### src/design/deg_pkg.sv
// ----------------------------------------------------------------------------
// deg_pkg
// Shared types and constants for the dual epsilon-greedy bandit.
// ----------------------------------------------------------------------------
package deg_pkg;

  localparam int unsigned ValW  = 40;  // Q24.16 table entry
  localparam int unsigned StepW = 24;  // Q0.24 step and decay
  localparam int unsigned EpsW  = 16;  // Q0.16 threshold and draw
  localparam int unsigned CntW  = 24;  // cell count
  localparam int unsigned CfgW  = 24;  // widest configuration register
  localparam int unsigned MulW  = 24;  // shared multiplier operand width

  localparam logic [CntW-1:0]  CellCountMax = {CntW{1'b1}};
  localparam logic [CntW-1:0]  CellCountInc = CntW'(2);
  localparam logic [StepW-1:0] InitStepRst  = StepW'(1677722);
  localparam logic [EpsW-1:0]  ExploreRst   = EpsW'(3277);
  localparam logic [StepW-1:0] DecayRst     = StepW'(16775538);

  // Configuration register indexes.
  localparam logic [1:0] CfgInitialStep     = 2'd0;
  localparam logic [1:0] CfgExploreThreshold = 2'd1;
  localparam logic [1:0] CfgStepDecay       = 2'd2;

  // Input command codes.
  localparam logic [1:0] CmdExpand      = 2'd0;
  localparam logic [1:0] CmdSizeCheck   = 2'd1;
  localparam logic [1:0] CmdChangeCheck = 2'd2;

  localparam logic TblExplore = 1'b0;
  localparam logic TblExploit = 1'b1;

  typedef enum logic [3:0] {
    ST_IDLE,
    ST_UPD_RD,
    ST_UPD_MLO,
    ST_UPD_MHI,
    ST_UPD_SUM,
    ST_UPD_WR,
    ST_DECAY_MUL,
    ST_DECAY_WR,
    ST_PICK,
    ST_SCAN,
    ST_DONE
  } deg_state_e;

endpackage

### src/design/dual_epsilon_greedy_bandit.sv
// ----------------------------------------------------------------------------
// dual_epsilon_greedy_bandit
// Exploration and exploitation epsilon-greedy bandits with a shared
// sequencer, one multiplier and one value table port.
// ----------------------------------------------------------------------------
// A cell-expanded word, or any word that is ignored, is taken without a stall.
// A random pick runs PICK and DONE; a greedy pick runs PICK, SCAN and DONE,
// and the argmax scan reads one table entry per cycle through the single
// table port. A size check that settles a pending round first updates two
// entries before its pick: each update runs 5 steps through the shared
// 24 x 24 multiplier, and the step decay takes 2 more. The input stalls while
// a word is in work; a finished word waits in the output register, and the
// next input word is taken meanwhile.
module dual_epsilon_greedy_bandit
  import deg_pkg::*;
#(
  parameter int unsigned NUM_ARMS = 8
) (
  input  logic            clk_i,
  input  logic            rst_ni,
  input  logic            cfg_we_i,
  input  logic [1:0]      cfg_index_i,
  input  logic [CfgW-1:0] cfg_data_i,
  input  logic            in_valid_i,
  output logic            in_stall_o,
  input  logic [1:0]      command_i,
  input  logic            buffer_empty_i,
  input  logic [15:0]     random_draw_i,
  input  logic [2:0]      random_action_i,
  output logic            out_valid_o,
  input  logic            out_stall_i,
  output logic [2:0]      chosen_action_o,
  output logic            which_table_o,
  output logic            was_greedy_o
);

  localparam int unsigned AW = (NUM_ARMS > 1) ? $clog2(NUM_ARMS) : 1;
  localparam logic [AW-1:0] LastIdx = AW'(NUM_ARMS - 1);

  function automatic logic [AW-1:0] act_mod(input logic [2:0] r);
    logic [AW-1:0] res;
    res = '0;
    for (int k = 0; k < 8; k++) begin
      if (r == 3'(k)) res = AW'(k % NUM_ARMS);
    end
    return res;
  endfunction

  deg_state_e state_q, state_d;

  logic [StepW-1:0] decay_q, step_now_q;
  logic [EpsW-1:0]  eps_q;
  logic [CntW-1:0]  cell_q;
  logic [AW-1:0]    explore_choice_q, exploit_choice_q;
  logic             change_pending_q, round_pending_q;

  logic             tbl_q, greedy_q;
  logic [2:0]       ract_q;
  logic [AW-1:0]    scan_idx_q, best_idx_q;
  logic [ValW-1:0]  best_val_q, val_q;
  logic             neg_q;
  logic [41:0]      mag_q;
  logic [23:0]      lo_q;
  logic [42:0]      sum_q;

  logic             out_valid_q, out_tbl_q, out_greedy_q;
  logic [2:0]       out_act_q;

  logic             accept, out_free;
  logic             mul_en, vt_we, use_choice;
  logic [MulW-1:0]  mul_a, mul_b;
  logic [2*MulW-1:0] mul_p;
  logic [AW-1:0]    vt_idx;
  logic [ValW-1:0]  vt_rdata, vt_wdata;
  logic [41:0]      reward;
  logic [41:0]      diff;
  logic [43:0]      upd_sum;
  logic             rd_better;

  assign in_stall_o = (state_q != ST_IDLE);
  assign accept     = in_valid_i && !in_stall_o;
  assign out_free   = !out_valid_q || !out_stall_i;

  // Next state.
  always_comb begin
    state_d = state_q;
    case (state_q)
      ST_IDLE: begin
        if (accept) begin
          if (command_i == CmdSizeCheck && buffer_empty_i) begin
            state_d = round_pending_q ? ST_UPD_RD : ST_PICK;
          end else if (command_i == CmdChangeCheck && change_pending_q) begin
            state_d = ST_PICK;
          end
        end
      end
      ST_UPD_RD:    state_d = ST_UPD_MLO;
      ST_UPD_MLO:   state_d = ST_UPD_MHI;
      ST_UPD_MHI:   state_d = ST_UPD_SUM;
      ST_UPD_SUM:   state_d = ST_UPD_WR;
      ST_UPD_WR:    state_d = (tbl_q == TblExplore) ? ST_UPD_RD : ST_DECAY_MUL;
      ST_DECAY_MUL: state_d = ST_DECAY_WR;
      ST_DECAY_WR:  state_d = ST_PICK;
      ST_PICK:      state_d = greedy_q ? ST_SCAN : ST_DONE;
      ST_SCAN:      state_d = (scan_idx_q == LastIdx) ? ST_DONE : ST_SCAN;
      ST_DONE:      state_d = out_free ? ST_IDLE : ST_DONE;
      default:      state_d = ST_IDLE;
    endcase
  end

  // Control outputs of the sequencer.
  always_comb begin
    mul_en     = 1'b0;
    mul_a      = '0;
    mul_b      = '0;
    vt_we      = 1'b0;
    use_choice = 1'b0;
    case (state_q)
      ST_UPD_RD: use_choice = 1'b1;
      ST_UPD_MLO: begin
        use_choice = 1'b1;
        mul_en     = 1'b1;
        mul_a      = mag_q[23:0];
        mul_b      = step_now_q;
      end
      ST_UPD_MHI: begin
        use_choice = 1'b1;
        mul_en     = 1'b1;
        mul_a      = MulW'(mag_q[41:24]);
        mul_b      = step_now_q;
      end
      ST_UPD_SUM: use_choice = 1'b1;
      ST_UPD_WR: begin
        use_choice = 1'b1;
        vt_we      = 1'b1;
      end
      ST_DECAY_MUL: begin
        mul_en = 1'b1;
        mul_a  = step_now_q;
        mul_b  = decay_q;
      end
      default: begin
      end
    endcase
  end

  assign vt_idx = use_choice ?
                  ((tbl_q == TblExplore) ? explore_choice_q : exploit_choice_q) :
                  scan_idx_q;

  // The reward is minus the cell count in Q24.16. Once the count reaches
  // half its range, the reward sits at the most negative table value.
  assign reward = cell_q[CntW-1] ? {3'b111, 39'd0} : (42'd0 - {2'b00, cell_q, 16'd0});
  assign diff   = reward - {{2{vt_rdata[ValW-1]}}, vt_rdata};

  assign upd_sum = neg_q ?
                   ($signed({{4{val_q[ValW-1]}}, val_q}) - $signed({1'b0, sum_q})) :
                   ($signed({{4{val_q[ValW-1]}}, val_q}) + $signed({1'b0, sum_q}));

  always_comb begin
    if (upd_sum[43:39] == 5'b00000 || upd_sum[43:39] == 5'b11111) begin
      vt_wdata = upd_sum[ValW-1:0];
    end else if (upd_sum[43]) begin
      vt_wdata = {1'b1, {(ValW-1){1'b0}}};
    end else begin
      vt_wdata = {1'b0, {(ValW-1){1'b1}}};
    end
  end

  assign rd_better = (scan_idx_q == '0) || ($signed(vt_rdata) > $signed(best_val_q));

  deg_mul u_mul (
    .clk_i (clk_i),
    .en_i  (mul_en),
    .a_i   (mul_a),
    .b_i   (mul_b),
    .p_o   (mul_p)
  );

  deg_vtab #(
    .NUM_ARMS (NUM_ARMS)
  ) u_vtab (
    .clk_i   (clk_i),
    .rst_ni  (rst_ni),
    .tbl_i   (tbl_q),
    .idx_i   (vt_idx),
    .we_i    (vt_we),
    .wdata_i (vt_wdata),
    .rdata_o (vt_rdata)
  );

  // Control state and configuration.
  always_ff @(posedge clk_i or negedge rst_ni) begin
    if (!rst_ni) begin
      state_q          <= ST_IDLE;
      eps_q            <= ExploreRst;
      decay_q          <= DecayRst;
      step_now_q       <= InitStepRst;
      cell_q           <= '0;
      explore_choice_q <= '0;
      exploit_choice_q <= '0;
      change_pending_q <= 1'b0;
      round_pending_q  <= 1'b0;
      tbl_q            <= TblExplore;
      scan_idx_q       <= '0;
      out_valid_q      <= 1'b0;
    end else begin
      state_q <= state_d;

      if (cfg_we_i) begin
        case (cfg_index_i)
          CfgInitialStep: begin
            step_now_q <= cfg_data_i[StepW-1:0];
          end
          CfgExploreThreshold: eps_q   <= cfg_data_i[EpsW-1:0];
          CfgStepDecay:        decay_q <= cfg_data_i[StepW-1:0];
          default: begin
          end
        endcase
      end

      if (accept) begin
        tbl_q <= (command_i == CmdChangeCheck) ? TblExploit : TblExplore;
        if (command_i == CmdExpand) begin
          cell_q <= (cell_q >= CellCountMax - 1'b1) ? CellCountMax : cell_q + CellCountInc;
        end
      end

      if (state_q == ST_UPD_WR) begin
        tbl_q <= TblExploit;
      end

      if (state_q == ST_DECAY_WR) begin
        step_now_q      <= mul_p[2*MulW-1:MulW];
        cell_q          <= '0;
        round_pending_q <= 1'b0;
        tbl_q           <= TblExplore;
      end

      if (state_q == ST_PICK) begin
        scan_idx_q <= '0;
      end else if (state_q == ST_SCAN && scan_idx_q != LastIdx) begin
        scan_idx_q <= scan_idx_q + 1'b1;
      end

      if (state_q == ST_DONE && out_free) begin
        out_valid_q <= 1'b1;
        if (tbl_q == TblExplore) begin
          explore_choice_q <= best_idx_q;
          change_pending_q <= 1'b1;
        end else begin
          exploit_choice_q <= best_idx_q;
          change_pending_q <= 1'b0;
          round_pending_q  <= 1'b1;
        end
      end else if (!out_stall_i) begin
        out_valid_q <= 1'b0;
      end
    end
  end

  // Datapath registers.
  always_ff @(posedge clk_i) begin
    if (accept) begin
      greedy_q <= (random_draw_i > eps_q);
      ract_q   <= random_action_i;
    end
    if (state_q == ST_UPD_RD) begin
      val_q <= vt_rdata;
      neg_q <= diff[41];
      mag_q <= diff[41] ? (42'd0 - diff) : diff;
    end
    if (state_q == ST_UPD_MHI) begin
      lo_q <= mul_p[2*MulW-1:MulW];
    end
    if (state_q == ST_UPD_SUM) begin
      sum_q <= 43'(mul_p) + 43'(lo_q);
    end
    if (state_q == ST_PICK && !greedy_q) begin
      best_idx_q <= act_mod(ract_q);
    end
    if (state_q == ST_SCAN && rd_better) begin
      best_idx_q <= scan_idx_q;
      best_val_q <= vt_rdata;
    end
    if (state_q == ST_DONE && out_free) begin
      out_act_q    <= 3'(best_idx_q);
      out_tbl_q    <= tbl_q;
      out_greedy_q <= greedy_q;
    end
  end

  assign out_valid_o     = out_valid_q;
  assign chosen_action_o = out_act_q;
  assign which_table_o   = out_tbl_q;
  assign was_greedy_o    = out_greedy_q;

endmodule

### src/design/deg_mul.sv
// ----------------------------------------------------------------------------
// deg_mul
// Shared unsigned multiplier with a registered product, used for both the
// value update and the step decay.
// ----------------------------------------------------------------------------
module deg_mul
  import deg_pkg::*;
(
  input  logic                clk_i,
  input  logic                en_i,
  input  logic [MulW-1:0]     a_i,
  input  logic [MulW-1:0]     b_i,
  output logic [2*MulW-1:0]   p_o
);

  logic [2*MulW-1:0] p_q;

  always_ff @(posedge clk_i) begin
    if (en_i) begin
      p_q <= a_i * b_i;
    end
  end

  assign p_o = p_q;

endmodule

### src/design/deg_vtab.sv
// ----------------------------------------------------------------------------
// deg_vtab
// Value tables of both bandits, one shared address for read and write.
// ----------------------------------------------------------------------------
module deg_vtab
  import deg_pkg::*;
#(
  parameter int unsigned NUM_ARMS = 8,
  localparam int unsigned AW = (NUM_ARMS > 1) ? $clog2(NUM_ARMS) : 1
) (
  input  logic            clk_i,
  input  logic            rst_ni,
  input  logic            tbl_i,
  input  logic [AW-1:0]   idx_i,
  input  logic            we_i,
  input  logic [ValW-1:0] wdata_i,
  output logic [ValW-1:0] rdata_o
);

  logic [ValW-1:0] explore_q [NUM_ARMS];
  logic [ValW-1:0] exploit_q [NUM_ARMS];

  always_ff @(posedge clk_i or negedge rst_ni) begin
    if (!rst_ni) begin
      for (int i = 0; i < NUM_ARMS; i++) begin
        explore_q[i] <= '0;
        exploit_q[i] <= '0;
      end
    end else if (we_i) begin
      if (tbl_i == TblExploit) begin
        exploit_q[idx_i] <= wdata_i;
      end else begin
        explore_q[idx_i] <= wdata_i;
      end
    end
  end

  assign rdata_o = (tbl_i == TblExploit) ? exploit_q[idx_i] : explore_q[idx_i];

endmodule

### config.mk
export PLATFORM = sky130hd
export DESIGN_NAME = dual_epsilon_greedy_bandit
export DESIGN_NICKNAME = d
export VERILOG_FILES = /design/src/design/deg_pkg.sv /design/src/design/dual_epsilon_greedy_bandit.sv /design/src/design/deg_mul.sv /design/src/design/deg_vtab.sv
export SDC_FILE = /design/constraint.sdc
export NUM_CORES = 2
export LEC_CHECK = 0
export BUFFER_PORTS_ARGS = -buffer_cell sky130_fd_sc_hd__buf_4
export CAP_MARGIN = 20
export CORE_MARGIN = 1
export CORE_UTILIZATION = 25
export DETAILED_ROUTE_END_ITERATION = 10
export PLACE_DENSITY_LB_ADDON = 0.12
export SLEW_MARGIN = 25
export SYNTH_ARGS = -nofsm -noshare
export SYNTH_HDL_FRONTEND = slang
export SYNTH_HIERARCHICAL = 1
export SYNTH_SLANG_ARGS = --single-unit
export TNS_END_PERCENT = 20
### constraint.sdc
create_clock -name clk_i -period 11.8 [get_ports clk_i]
set_input_delay 1.18 -clock clk_i [delete_from_list [all_inputs] [get_ports clk_i]]
set_output_delay 1.18 -clock clk_i [all_outputs]
set_load 0.01 [all_outputs]
# Word-level counts from Yosys, hierarchy flattened
# Cells that the tools add are included.
[op_classes]
add_sub_neg = 8
mul = 1
n_lt_le_gt_ge = 5
n_eq_ne = 27
muxes = 60
bitwise_logic = 2
n_reduce_logical = 40
[ops]
columns = ["op", "count"]
rows = [
  ["$bwmux 320", 2],
  ["$mux 40", 8],
  ["$bmux 40 s3", 2],
  ["$mux 24", 7],
  ["$demux 40 s3", 1],
  ["$pmux 24 s3", 1],
  ["$mul 24x24->48", 1],
  ["$pmux 24 s2", 1],
  ["$add 40x44->44", 1],
  ["$mux 44", 1],
  ["$pmux 4 s11", 1],
  ["$sub 40x44->44", 1],
  ["$add 43x24->43", 1],
  ["$mux 42", 1],
  ["$sub 1x42->42 const A", 1],
  ["$sub 42x42->42", 1],
  ["$mux 41", 1],
  ["$sub 1x40->41 const A", 1],
  ["$gt 40x40->1", 1],
  ["$mux 3", 13],
  ["$add 24x2->24 const B", 1],
  ["$ge 24x24->1 const B", 1],
  ["$mux 4", 5],
  ["$reduce_and 2->1", 9],
  ["other kinds (34)", 80],
]
[word_totals]
regBits = 995
input_bits = 53
output_inout_bits = 7

# Logic depth before layout (Yosys ltp)
[depth]
depth_word = 13
mapped_depth = 33

# Cells and area by module
# The synthesis kept the hierarchy.
[by_module_without_submodules]
columns = ["module", "n_inst", "cells_each", "area_each_um2", "seq_area_each_um2"]
rows = [
  ["deg_vtab", 1, 2129, 29758.5, 16015.4],
  ["dual_epsilon_greedy_bandit", 1, 2351, 21887.2, 8708.4],
  ["deg_mul", 1, 2234, 20472.1, 1441.4],
]

# Worst setup path after synthesis
# No wires, ideal clock.
[synth_timing]
path_kind = "reg-to-reg"
start = "reg state_q[2]"
end = "reg u_mul.p_q[40], in the netlist u_mul/p_o[40] (data pin)"
setup_ns = 0.260
arrival_ns = 8.721
required_time_ns = 11.540
slack_ns = 2.820
path_stages_with_launch = 31
n_path_buf = 4
synth_period_minus_slack_ns = 8.980
path_cell_list = "dfrtp_1 > clkbuf_1 > clkbuf_1 > nor3_1 > clkbuf_1 > a22oi_1 > nand2_1 > clkbuf_1 > nand2_1 > fa_1 > inv_1 > fa_1 > inv_1 > fa_1 > fa_1 > inv_1 > fa_1 > fa_1 > inv_1 > fa_1 > inv_1 > ha_1 > and3_1 > nor2b_1 > nand4bb_1 > a41oi_2 > o221ai_1 > a211o_1 > a21oi_1 > a21oi_1 > xnor2_1"
[synth_lines]
columns = ["element", "line_no", "source"]
rows = [
  ["from (decl)", "dual_epsilon_greedy_bandit.sv:49", "deg_state_e state_q, state_d;"],
  ["from (signal assigned)", "dual_epsilon_greedy_bandit.sv:208", "state_q <= state_d;"],
  ["$eq 4x3->1 or $eq 4x2->1 (tied branches)", "dual_epsilon_greedy_bandit.sv:118", "case (state_q)"],
  ["$pmux 24 s3 *", "dual_epsilon_greedy_bandit.sv:118", ""],
  ["via mul_a[12]", "dual_epsilon_greedy_bandit.sv:71", "logic [MulW-1:0] mul_a, mul_b;"],
  ["$mul 24x24->48 *", "deg_mul.sv:20", "p_q <= a_i * b_i;"],
  ["to (signal assigned)", "deg_mul.sv:20", ""],
  ["to (decl)", "deg_mul.sv:16", "logic [2*MulW-1:0] p_q;"],
]
# Mark *: on every way through the listed nets, which the timed path passes. The rest lies on a longest branch.
# A chain may end at the register's enable or synchronous reset.

# Final worst setup path
[layout_timing]
start = "reg state_q[2]"
end = "reg u_mul.p_q[40], in the netlist u_mul/p_o[40] (data pin)"
[layout_between]
elab_chain_cells = 4
[layout_rtl]
columns = ["element", "line_no"]
rows = [
  ["$eq 4x2->1", "dual_epsilon_greedy_bandit.sv:118"],
  ["$reduce_or 2->1 (no line)", "--"],
  ["$pmux 24 s2 *", "dual_epsilon_greedy_bandit.sv:118"],
  ["via mul_b[7]", "dual_epsilon_greedy_bandit.sv:71"],
  ["$mul 24x24->48 *", "deg_mul.sv:20"],
]
# Marked as above.

==> key figures <==
Run status
  • Outcome: complete, no violations

Timing
  • Unrepaired setup endpoints after global routing: false
  • Final Max Slew Viols: 0
  • Setup TNS: 0 ps
  • Fin crit period: 9710 ps
  • Fmax: 103 MHz
  • Worst rel slew slack: 0.297
  • Slew @ Worst Pin: 1050 ps
  • Final hold slack: 436 ps
  • Endpoints failing setup: 0
  • Setup ws final: 2090 ps
  • Hold Vio Cnt, Final: 0
  • Skew final: 80.2 ps
  • Tcrit/Tclk final: 0.823

Yosys
  • Synth Cell Area: 0.0721 mm²
  • Synthesized area per cell: 10.7 µm²
  • Syn_nets: 7582
  • Ys Warns: 6
  • Main synth FF type: dfrtp_1
  • Register area share after synthesis: 0.363
  • Async set-or-reset flop fraction in the synthesized netlist: 0.749
  • Yosys cell types: 94
  • Synthesized instance count: 6714
  • Post-synth EDFFs: 249
  • Seq cells post-synth: 994

Pwr
  • Clk network pwr share: 0.159
  • Net Switching: 0.0122 W
  • Sw Ratio: 0.513
  • Power density over cell area: 293 mW/mm²
  • Int Power: 0.0116 W
  • Leakage: 36.8 nW
  • Reg power frac: 0.215
  • Combinational Power Share: 0.627
  • Maximum VDD drop: 242 µV

Cells and area
  • Final Cell Area: 0.0814 mm²
  • Final nets: 7569
  • Area added between synthesis and finish: 12.8%
  • Layout cell share with drive strength beyond 1: 0.195

CTS
  • Worst skew pair latency: 800 ps
  • CTS tree: yes
  • CTS Buffer Depth: 3
  • Inserted Clock Buffers: 120
  • Post-CTS setup buffer count: 0
  • Clock sinks: 994
  • Clock Tree Root: clkbuf_16
  • Htree depth: 3
  • Number of hold buffers added after cts: 0
  • Clk slew on worst S/H paths: 60 ps
  • # resized after CTS: 0

Detailed routing
  • Vias per std cell: 4.80
  • Final wirelength: 251000 µm
  • DRT iter0 DRCs: 2998
  • DRC: 0
  • TritonRoute pass-1 iters: 6
  • DR WL/cell: 23.8 µm
  • Post-route ant nets: 0
  • Via count: 50700

Place
  • Place WS: 2060 ps
  • Final GP Congestion: 0.868
  • Detailed placer's ending HPWL: 179000 µm
  • # port buffers: 59
  • Placed Area: 0.0773 mm²

Setup path
  • CP arrival: 10260 ps
  • Worst reg2reg path endpoint: u_mul/p_o[40]
  • CP bufs+invs: 8
  • Setup crit end kind: flop
  • R2r worst-path depth: 29
  • CP most frequent cell: fa_1
  • R2R Setup Slk: 2090 ps
  • Crit path max fanout: 19
  • Req. time, crit path: 12350 ps
  • Slowest stage cell on the critical path: dfrtp_1
  • Crit path max-delay family: adder cells
  • Crit path launch type: flop
  • Crit Path Class: flop to flop
  • CP max stage delay: 710 ps
  • Reg2Reg Launch Point: state_q[2]

Global route
  • GRT Resource Usage Total: 0.172
  • Antenna violations before repair: 19
  • Number of global-route vias before repair: 53800
  • First-pass GRT wire length: 374000 µm
  • Pin count of the biggest net entering global routing: 160
  • Overflow after GRT: 0

Die
  • IO Pins: 60
  • Die height: 539 µm
  • Row count: 196
  • Die W: 539 µm
  • Starting Density: 0.252
  • Die Area: 0.291 mm²
  • Area of the core: 0.286 mm²

Run
  • Number of max-cap violations: 0

Min path
  • Path type of the worst min-delay path: primary input to asynchronous set/reset pin
## synthesized netlist by cell type, drive strengths merged, types with 15 or more instances
library cell / instances / area [µm²]
mux2: 742 / 8360
dfrtp: 709 / 17700
inv: 707 / 2650
nand2: 587 / 2210
fa: 484 / 9690
and2: 340 / 2130
ha: 331 / 4140
nor2: 261 / 995
edfxtp: 249 / 7480
clkbuf: 247 / 927
a21oi: 237 / 1190
o21ai: 208 / 1040
xnor2: 163 / 1430
buf: 151 / 977
mux2i: 145 / 1450
nor3: 83 / 440
xor2: 81 / 709
a21o: 73 / 548
a22o: 59 / 517
and3: 59 / 369
nand3: 56 / 280
o2bb2ai: 50 / 438
nor4: 44 / 282
nand2b: 38 / 240
dfstp: 36 / 946
nand4: 35 / 219
a211oi: 34 / 265
nor2b: 31 / 196
o211ai: 31 / 233
a221o: 30 / 300
a31oi: 30 / 188
a22oi: 29 / 218
mux4: 27 / 608
o21a: 26 / 195
or3: 25 / 156
o21bai: 24 / 180
a221oi: 23 / 201
o22ai: 18 / 113
o31ai: 18 / 145
a311oi: 15 / 131
## routing by layer
| metal | wire, µm | GRT usage |
|---|---|---|
| met3 | 8330 | 0.0172 |
| met2 | 117000 | 0.280 |
| met5 | 0 | 0 |
| met1 | 121000 | 0.247 |
| met4 | 4470 | 0.0320 |
## cell families (layout without fill, tap and decap cells)
group,after synthesis,count (layout),synth area share
muxes,914,914,0.144
other,0,7,0
xor gates and xnor gates,244,244,0.0296
adders and majority gates,815,815,0.192
AOI/OAI and AO/OA,1023,1023,0.0969
buffers and inverters,1105,1190,0.0632
and+or+nand+nor,1619,1619,0.111
DFF,994,994,0.363
## sequential cells by signal, summed over array words and instances, names as in the netlist, 4 cells and up
signal / count
best_val_q: 40
cell_q: 24
decay_q: 24
eps_q: 16
lo_q: 24
mag_q: 41
state_q: 4
step_now_q: 24
sum_q: 43
u_mul/p_o: 48
u_vtab/exploit_q: 320
u_vtab/explore_q: 320
val_q: 40
## how the worst max path moves through the flow
stage,end,startpoint,cells after the start
after global placement,u_mul/p_o[41],state_q[2],25
after detailed placement,u_mul/p_o[45],state_q[2],29
final,u_mul/p_o[40],state_q[2],29
after floorplan,u_mul/p_o[40],state_q[2],30
after global routing,u_mul/p_o[40],state_q[2],27
after CTS,u_mul/p_o[45],state_q[2],29
## cells in the final DEF, fill, tap and decap left out, types with 81 or more instances in the layout
cell         n
fa_1       484
ha_1       331
xor2_1      81
and2_1     338
dfrtp_1    708
mux2i_1    145
buf_4      251
clkbuf_16  125
inv_1      705
nand2_1    576
edfxtp_1   249
mux2_2     712
o21ai_0    167
a21oi_1    236
xnor2_1    163
nor2_1     252
## area by class of cell
class / instances / area [µm²]
Antenna cell: 7 / 17.5
Clock buffer: 180 / 3560
Clock inverter: 40 / 398
Fill cell: 29900 / 205000
Inverter: 707 / 2650
Multi-Input combinational cell: 4615 / 41800
Sequential cell: 994 / 26200
Tap cell: 3762 / 4710
Timing Repair Buffer: 263 / 2120
## stage by stage
| stage | utilization | power (W) | std cells |
|---|---|---|---|
| 2_1_floorplan | - | 0.0139 | 6714 |
| 3_3_place_gp | 0.270 | 0.0202 | 10300 |
| 3_5_place_dp | 0.270 | 0.0202 | 10300 |
| 4_1_cts | 0.284 | 0.0242 | 10600 |
| 5_1_grt | 0.285 | 0.0255 | 10600 |
| 6_report | 0.285 | 0.0238 | 10600 |
## power groups by stage
stage          logic (W)  clock network [W]  registers, W
2_1_floorplan    0.00901                  0       0.00494
3_3_place_gp      0.0150                  0       0.00517
3_5_place_dp      0.0151                  0       0.00518
4_1_cts           0.0151            0.00392       0.00512
5_1_grt           0.0163            0.00405       0.00518
6_report          0.0149            0.00378       0.00511
Power figures use the tool's default switching activity.
